[config.mk]
export PLATFORM = sky130hd
export DESIGN_NAME = power_sample_qualifier_flat
export DESIGN_NICKNAME = d
export VERILOG_FILES = /design/src/rtl/psq_pkg.sv /design/src/rtl/psq_if.sv /design/src/rtl/power_sample_qualifier.sv /design/src/flat_wrapper.sv
export SDC_FILE = /design/constraint.sdc
export NUM_CORES = 2
export LEC_CHECK = 0
export ABC_AREA = 1
export BUFFER_PORTS_ARGS = -buffer_cell sky130_fd_sc_hd__buf_4
export CAP_MARGIN = 20
export CORE_UTILIZATION = 40
export DETAILED_ROUTE_END_ITERATION = 12
export MAX_ROUTING_LAYER = met4
export PLACE_DENSITY_LB_ADDON = 0.05
export SLEW_MARGIN = 20
export SYNTH_ARGS = -nofsm -noshare
export SYNTH_HDL_FRONTEND = slang
export SYNTH_SLANG_ARGS = --single-unit
[constraint.sdc]
create_clock -name clk -period 23 [get_ports clk]
set_clock_uncertainty 0.15 [all_clocks]
set_input_delay 4.6 -clock clk [delete_from_list [all_inputs] [get_ports clk]]
set_output_delay 4.6 -clock clk [all_outputs]
set_load 0.02 [all_outputs]
[src/rtl/psq_pkg.sv]
// Package with shared types and constants of the power sample qualifier.
`timescale 1ns / 1ps
package psq_pkg;
  localparam logic [31:0] QNAN_BITS = 32'h7FC0_0000;
  localparam logic [31:0] EXP_MASK = 32'h7F80_0000;
  localparam logic [31:0] CNT_MAX = 32'hFFFF_FFFF;
  localparam logic [31:0] GAP_LIMIT_RESET = 32'd1000;
  localparam int CFG_ADDR_W = 2;
  localparam logic [CFG_ADDR_W-1:0] REG_GAP_LIMIT = 2'd0;

  localparam logic [1:0] ST_OK = 2'd0;
  localparam logic [1:0] ST_FAIL = 2'd1;
  localparam logic [1:0] ST_NONFINITE = 2'd2;
  localparam logic [1:0] ST_LATE = 2'd3;

  typedef struct packed {
    logic [63:0] time_us;
    logic        voltage_read_ok;
    logic        current_read_ok;
    logic        reference_read_ok;
    logic [31:0] voltage_bits;
    logic [31:0] current_bits;
    logic [31:0] reference_bits;
  } in_item_t;

  typedef struct packed {
    logic [1:0]  status;
    logic [63:0] sample_time_us;
    logic [31:0] sample_voltage;
    logic [31:0] sample_current;
    logic [31:0] sample_reference;
    logic [31:0] accepted_total;
    logic [31:0] failure_total;
    logic [31:0] late_total;
    logic [31:0] bad_value_total;
    logic [31:0] gap_total;
    logic [63:0] longest_interval_us;
    logic        trouble;
  } out_item_t;

  function automatic logic [31:0] sat_inc(input logic [31:0] c);
    sat_inc = (c == CNT_MAX) ? c : c + 32'd1;
  endfunction

  function automatic logic non_finite(input logic [31:0] b);
    non_finite = ((b & EXP_MASK) == EXP_MASK);
  endfunction
endpackage

[src/rtl/psq_if.sv]
// Valid/ready channel interfaces for input and result items.
`timescale 1ns / 1ps
interface psq_in_if import psq_pkg::*; ();
  logic     valid;
  logic     ready;
  in_item_t data;
  modport source (output valid, output data, input ready);
  modport sink (input valid, input data, output ready);
endinterface

interface psq_out_if import psq_pkg::*; ();
  logic      valid;
  logic      ready;
  out_item_t data;
  modport source (output valid, output data, input ready);
  modport sink (input valid, input data, output ready);
endinterface

[src/rtl/power_sample_qualifier.sv]
// Top level of the power sample qualifier: registers, checks and counters.
`timescale 1ns / 1ps
// An accepted item is held in the input register, and its result item is then
// offered from the result register.
// Throughput: one item per cycle; the checks run between the input register and
// the result register, and each stage moves on whenever the stage after it is
// empty or being emptied in the same cycle.
// Reset (synchronous, rst_n low) clears all counters, the previous timestamp and
// both valid flags, and sets the gap limit to 1000 microseconds.
module power_sample_qualifier import psq_pkg::*; (
  input  logic                  clk,
  input  logic                  rst_n,
  psq_in_if.sink                in_ch,
  psq_out_if.source             out_ch,
  input  logic                  cfg_psel,
  input  logic                  cfg_penable,
  input  logic                  cfg_pwrite,
  input  logic [CFG_ADDR_W-1:0] cfg_paddr,
  input  logic [31:0]           cfg_pwdata,
  output logic [31:0]           cfg_prdata,
  output logic                  cfg_pready
);
  logic [31:0] gap_limit_r;
  logic [63:0] prev_time_r, longest_r;
  logic        have_prev_r;
  logic [31:0] acc_r, fail_r, late_r, bad_r, gap_r;
  logic        out_valid_r;
  out_item_t   out_r, res;
  in_item_t    in_r;
  logic        in_valid_r;

  logic take;
  logic adv;
  logic load;
  assign cfg_pready = 1'b1;
  assign cfg_prdata = (cfg_paddr == REG_GAP_LIMIT) ? gap_limit_r : 32'd0;

  // The result register is a single stage; the input register hands its item
  // on when the result register drains, and new input lands when it moves on.
  assign adv = !out_valid_r || out_ch.ready;
  assign in_ch.ready = !in_valid_r || adv;
  assign load = in_ch.valid && in_ch.ready;
  assign take = in_valid_r && adv;
  assign out_ch.valid = out_valid_r;
  assign out_ch.data = out_r;

  logic [63:0] interval;
  logic        req_fail, nonfin, late;
  assign interval = in_r.time_us - prev_time_r;
  assign req_fail = !in_r.voltage_read_ok || !in_r.current_read_ok;
  assign nonfin = non_finite(in_r.voltage_bits) ||
                  non_finite(in_r.current_bits);
  assign late = have_prev_r && (in_r.time_us <= prev_time_r);

  logic [31:0] acc_n, fail_n, late_n, bad_n, gap_n;
  logic [63:0] longest_n;

  always_comb begin
    acc_n = acc_r; fail_n = fail_r; late_n = late_r; bad_n = bad_r;
    gap_n = gap_r; longest_n = longest_r;
    res = '0;
    if (req_fail) begin
      fail_n = sat_inc(fail_r);
      res.status = ST_FAIL;
    end else if (nonfin) begin
      bad_n = sat_inc(bad_r);
      res.status = ST_NONFINITE;
    end else if (late) begin
      late_n = sat_inc(late_r);
      res.status = ST_LATE;
    end else begin
      // Interval bookkeeping only once a previous sample exists.
      if (have_prev_r) begin
        if (interval > {32'd0, gap_limit_r}) gap_n = sat_inc(gap_r);
        if (interval > longest_r) longest_n = interval;
      end
      acc_n = sat_inc(acc_r);
      res.status = ST_OK;
      res.sample_time_us = in_r.time_us;
      res.sample_voltage = in_r.voltage_bits;
      res.sample_current = in_r.current_bits;
      res.sample_reference = in_r.reference_read_ok ?
                             in_r.reference_bits : QNAN_BITS;
    end
    res.accepted_total = acc_n;
    res.failure_total = fail_n;
    res.late_total = late_n;
    res.bad_value_total = bad_n;
    res.gap_total = gap_n;
    res.longest_interval_us = longest_n;
    res.trouble = (fail_n != 0) || (late_n != 0) || (bad_n != 0) || (gap_n != 0);
  end

  always_ff @(posedge clk) begin
    if (!rst_n) begin
      gap_limit_r <= GAP_LIMIT_RESET;
      prev_time_r <= '0; have_prev_r <= 1'b0; longest_r <= '0;
      acc_r <= '0; fail_r <= '0; late_r <= '0; bad_r <= '0; gap_r <= '0;
      in_valid_r <= 1'b0;
      out_valid_r <= 1'b0;
    end else begin
      if (cfg_psel && cfg_penable && cfg_pwrite && cfg_paddr == REG_GAP_LIMIT)
        gap_limit_r <= cfg_pwdata;
      if (load) begin
        in_valid_r <= 1'b1;
      end else if (adv) begin
        in_valid_r <= 1'b0;
      end
      if (take) begin
        acc_r <= acc_n; fail_r <= fail_n; late_r <= late_n; bad_r <= bad_n;
        gap_r <= gap_n; longest_r <= longest_n;
        if (res.status == ST_OK) begin
          prev_time_r <= in_r.time_us;
          have_prev_r <= 1'b1;
        end
        out_valid_r <= 1'b1;
      end else if (out_ch.ready) begin
        out_valid_r <= 1'b0;
      end
    end
  end

  always_ff @(posedge clk) begin
    if (load) in_r <= in_ch.data;
    if (take) out_r <= res;
  end

  a_total_grows: assert property (@(posedge clk) disable iff (!rst_n)
    take |=> (acc_r + fail_r + late_r + bad_r >= $past(acc_r + fail_r + late_r + bad_r)))
    else $error("counter total fell");
  a_ok_sets_prev: assert property (@(posedge clk) disable iff (!rst_n)
    (take && res.status == ST_OK) |=> have_prev_r)
    else $error("accepted sample did not set previous");
  a_stall_holds: assert property (@(posedge clk) disable iff (!rst_n)
    (out_valid_r && !out_ch.ready) |=> (out_valid_r && $stable(out_r)))
    else $error("result lost under stall");
endmodule

[src/flat_wrapper.sv]
// flat-port wrapper written by rule: the top's interface ports become plain ports
module power_sample_qualifier_flat import psq_pkg::*;
  (clk, rst_n, cfg_psel, cfg_penable, cfg_pwrite, cfg_paddr, cfg_pwdata, cfg_prdata, cfg_pready, in_ch_valid, in_ch_data, in_ch_ready, out_ch_valid, out_ch_data, out_ch_ready);
  psq_in_if in_ch_i ();
  psq_out_if out_ch_i ();
  input  logic clk;
  input  logic rst_n;
  input  logic cfg_psel;
  input  logic cfg_penable;
  input  logic cfg_pwrite;
  input  logic [CFG_ADDR_W-1:0] cfg_paddr;
  input  logic [31:0] cfg_pwdata;
  output logic [31:0] cfg_prdata;
  output logic cfg_pready;
  input wire logic [$bits(in_ch_i.valid)-1:0] in_ch_valid;
  input wire logic [$bits(in_ch_i.data)-1:0] in_ch_data;
  output wire logic [$bits(in_ch_i.ready)-1:0] in_ch_ready;
  output wire logic [$bits(out_ch_i.valid)-1:0] out_ch_valid;
  output wire logic [$bits(out_ch_i.data)-1:0] out_ch_data;
  input wire logic [$bits(out_ch_i.ready)-1:0] out_ch_ready;
  assign in_ch_i.valid = in_ch_valid;
  assign in_ch_i.data = in_ch_data;
  assign in_ch_ready = in_ch_i.ready;
  assign out_ch_valid = out_ch_i.valid;
  assign out_ch_data = out_ch_i.data;
  assign out_ch_i.ready = out_ch_ready;
  power_sample_qualifier u_core (.clk(clk), .rst_n(rst_n), .in_ch(in_ch_i), .out_ch(out_ch_i), .cfg_psel(cfg_psel), .cfg_penable(cfg_penable), .cfg_pwrite(cfg_pwrite), .cfg_paddr(cfg_paddr), .cfg_pwdata(cfg_pwdata), .cfg_prdata(cfg_prdata), .cfg_pready(cfg_pready));
endmodule
==> results.tsv <==
metric	value	unit
Slew headroom	34.0	%
crit path max fanout	23	
CTS buffer count	98	
hold_buf cts	0	
synth warn	0	
VDD IR-drop max	0.0526	mV
startpoint types	primary input	
pin count of the biggest net entering global routing	184	
all-layer global routing usage	24.7	%
Placed Area	0.0518	mm2
R2R cell count	26	
CTS H-tree lvls	3	
Worst EP required	18.25	ns
Area contributors post-synth	edfxtp_1 (36%), dfxtp_1 (14%), nand2_1 (11%)	
final setup vio count	0	
Cell Area, Synth	0.0457	mm2
Leak	0.0256	uW
ys async rst share	0	%
Die X	340	um
WP data arrival	5.81	ns
Synth Register Bits	873	
period utilisation layout	45.9	%
CTS clk-pin slew, worst paths	0.06	ns
initial core utilization	40.5	%
antenna violations before repair	1	
area leader, netlist	edfxtp_1	
Final Core Density	48.8	%
Port Buffers	624	
final WL	142000	um
initial drt markers	2384	
vias	38699	
number of max-cap violations	0	
worst-skew pair later-pin latency	0.71	ns
hold_sp	u_core.prev_time_r[42]$_SDFFE_PN0P_	
Final Hold Fails	0	
Hold WC Path Type	register to register	
min Tclk post-route	10.56	ns
height of the die	340	um
first-pass GRT wire length	214000	um
RR Startpoint	u_core.in_r[99]$_DFFE_PP_	
Post-synth EDFFs	550	
Rows	123	
Routed WL per cell	17.9	um
vias in the first global route	36048	
post-synthesis sequential area ratio	50.2	%
Yosys top cell area share	36.1	%
boundary pin count	626	
CTS tree	done	
Critical Path Sink Type	output port	
hold slack	0.308	ns
Die ar.	0.116	mm2
fin nets	6702	
Worst-Margin Slew	0.990	ns
DPL Wire Length	106000	um
Clock Tree Buf Depth	3	
RSZ-0062 raised after global routing	false	
cell count of the worst hold path	2	
design area	0.0552	mm2
status	finished, final reports clean	
setup TNS	0	ns
critical path type	primary input to output port	
post-synthesis area per instance	7.93	um2
Slew Viols, Final	0	
Cells after Synth	5767	
PostCTS Resize Cnt	0	
ant diodes	0	
post-synth cell types	57	
Post-route DRC	0	
P&R area growth vs syn	20.6	%
fmax	94.7	MHz
fraction of layout cells with a size suffix above 1	14.5	%
1st-pass router iterations	7	
Post-Syn Nets	6136	
GPL Wtd Cong	0.956	
Placeable Area	0.113	mm2
Routed Antenna Nets	0	
launch point of the worst path	cfg_paddr[1]	
Pwr Density	74.3	mW/mm2
vias per cell	4.89	
setup bufs post-CTS	0	
GR Overflow Total	0	
Clock Sink Count	873	
CTS root buf	clkbuf_16	
ys flop type	edfxtp_1	
## synthesized netlist by cell type, types with 4 or more instances
| cell type | n |
|---|---|
| nand2_2 | 21 |
| a21oi_1 | 417 |
| dfxtp_1 | 323 |
| nand4_1 | 147 |
| o21a_1 | 8 |
| inv_1 | 1075 |
| o21bai_1 | 12 |
| a31oi_1 | 4 |
| xnor2_1 | 11 |
| nor2_1 | 547 |
| and2_1 | 4 |
| nor3_2 | 11 |
| clkbuf_1 | 133 |
| ha_1 | 164 |
| buf_2 | 29 |
| nand3_1 | 288 |
| o211ai_1 | 11 |
| edfxtp_1 | 550 |
| o21ai_1 | 6 |
| clkinv_1 | 8 |
| buf_1 | 13 |
| a211oi_1 | 5 |
| o21ai_0 | 307 |
| nor3_1 | 62 |
| nor4_1 | 18 |
| buf_4 | 4 |
| buf_6 | 5 |
| nand2_1 | 1373 |
| inv_2 | 49 |
| nor2_2 | 29 |
| xor2_1 | 82 |
| nand3b_1 | 15 |
## final timing paths
kind	endpoint	slack [ns]
worst min register to register	u_core.prev_time_r[42]$_SDFFE_PN0P_	0.31
worst max register to register	u_core.out_ch.data[25]$_DFFE_PP_	16.02
worst max-delay path	cfg_prdata[28]	12.44
worst min-delay path	u_core.prev_time_r[42]$_SDFFE_PN0P_	0.31
## state kept, by name, indices dropped and copies added (netlist names)
signal               flops
u_core.longest_r        64
u_core.late_r           32
u_core.have_prev_r       1
u_core.in_valid_r        1
u_core.gap_r            32
u_core.out_ch.valid      1
u_core.fail_r           32
u_core.acc_r            32
u_core.in_r            163
u_core.prev_time_r      64
u_core.out_ch.data     387
u_core.bad_r            32
u_core.gap_limit_r      32
## power by group
part | switching (uW) | leakage [uW] | total (uW) | internal (uW)
combinational | 441 | 0.0161 | 660 | 219
clock | 687 | 0.00161 | 1620 | 933
sequential | 51.8 | 0.00790 | 1820 | 1770
total | 1180 | 0.0256 | 4100 | 2920
## worst max-delay path, stage by stage
cell	delay, ns
buf_4	0.11
nor2_1	0.15
clkinv_1	0.33
buf_16	0.29
nor2_1	0.14
buf_4	0.16
## cells by family after synthesis
| logic type | after synthesis | synth area share [%] |
|---|---|---|
| AOI/OAI and AO/OA | 784 | 8.89 |
| xor gates and xnor gates | 94 | 1.82 |
| adders and majority gates | 165 | 4.53 |
| buffers and inverters | 1317 | 11.0 |
| DFF | 873 | 50.2 |
| other | 1 | 0.00820 |
| and+or+nand+nor | 2533 | 23.5 |
## layout make-up
| cell class | count | area [um2] |
|---|---|---|
| fillers | 11180 | 57800 |
| flip-flops and latches | 873 | 23000 |
| multi-input cells | 3577 | 17800 |
| repair buffers | 650 | 4910 |
| inverters | 1133 | 4280 |
| clock buffers | 132 | 2690 |
| well taps | 1500 | 1880 |
| clock inverters | 53 | 638 |
## metal layers
layer,share of wire (%),track usage [%],vias to the layer above
met1,45,32.3,17882
met5,0,-,-
met4,2.7,7.39,0
met2,47,39.6,995
met3,5.5,3.48,187
li1,-,-,19635
## cells in the final DEF (no fill, tap or decap), types with 147 or more instances in the layout
cell type / count
nand2_1: 1370
inv_1: 1072
buf_4: 648
edfxtp_1: 550
nor2_1: 546
a21oi_1: 417
dfxtp_1: 323
o21ai_0: 307
nand3_1: 288
ha_1: 164
nand4_1: 147
## through the flow
stage	setup WS, ns	total power (uW)	cells
floorplan	5.86	2280	5767
global placement	12.37	2500	7732
detailed placement	12.31	2510	7732
CTS	12.31	4140	7917
global route	12.36	4290	7918
finish	12.44	4100	7918
Power figures use the tool's default switching activity.
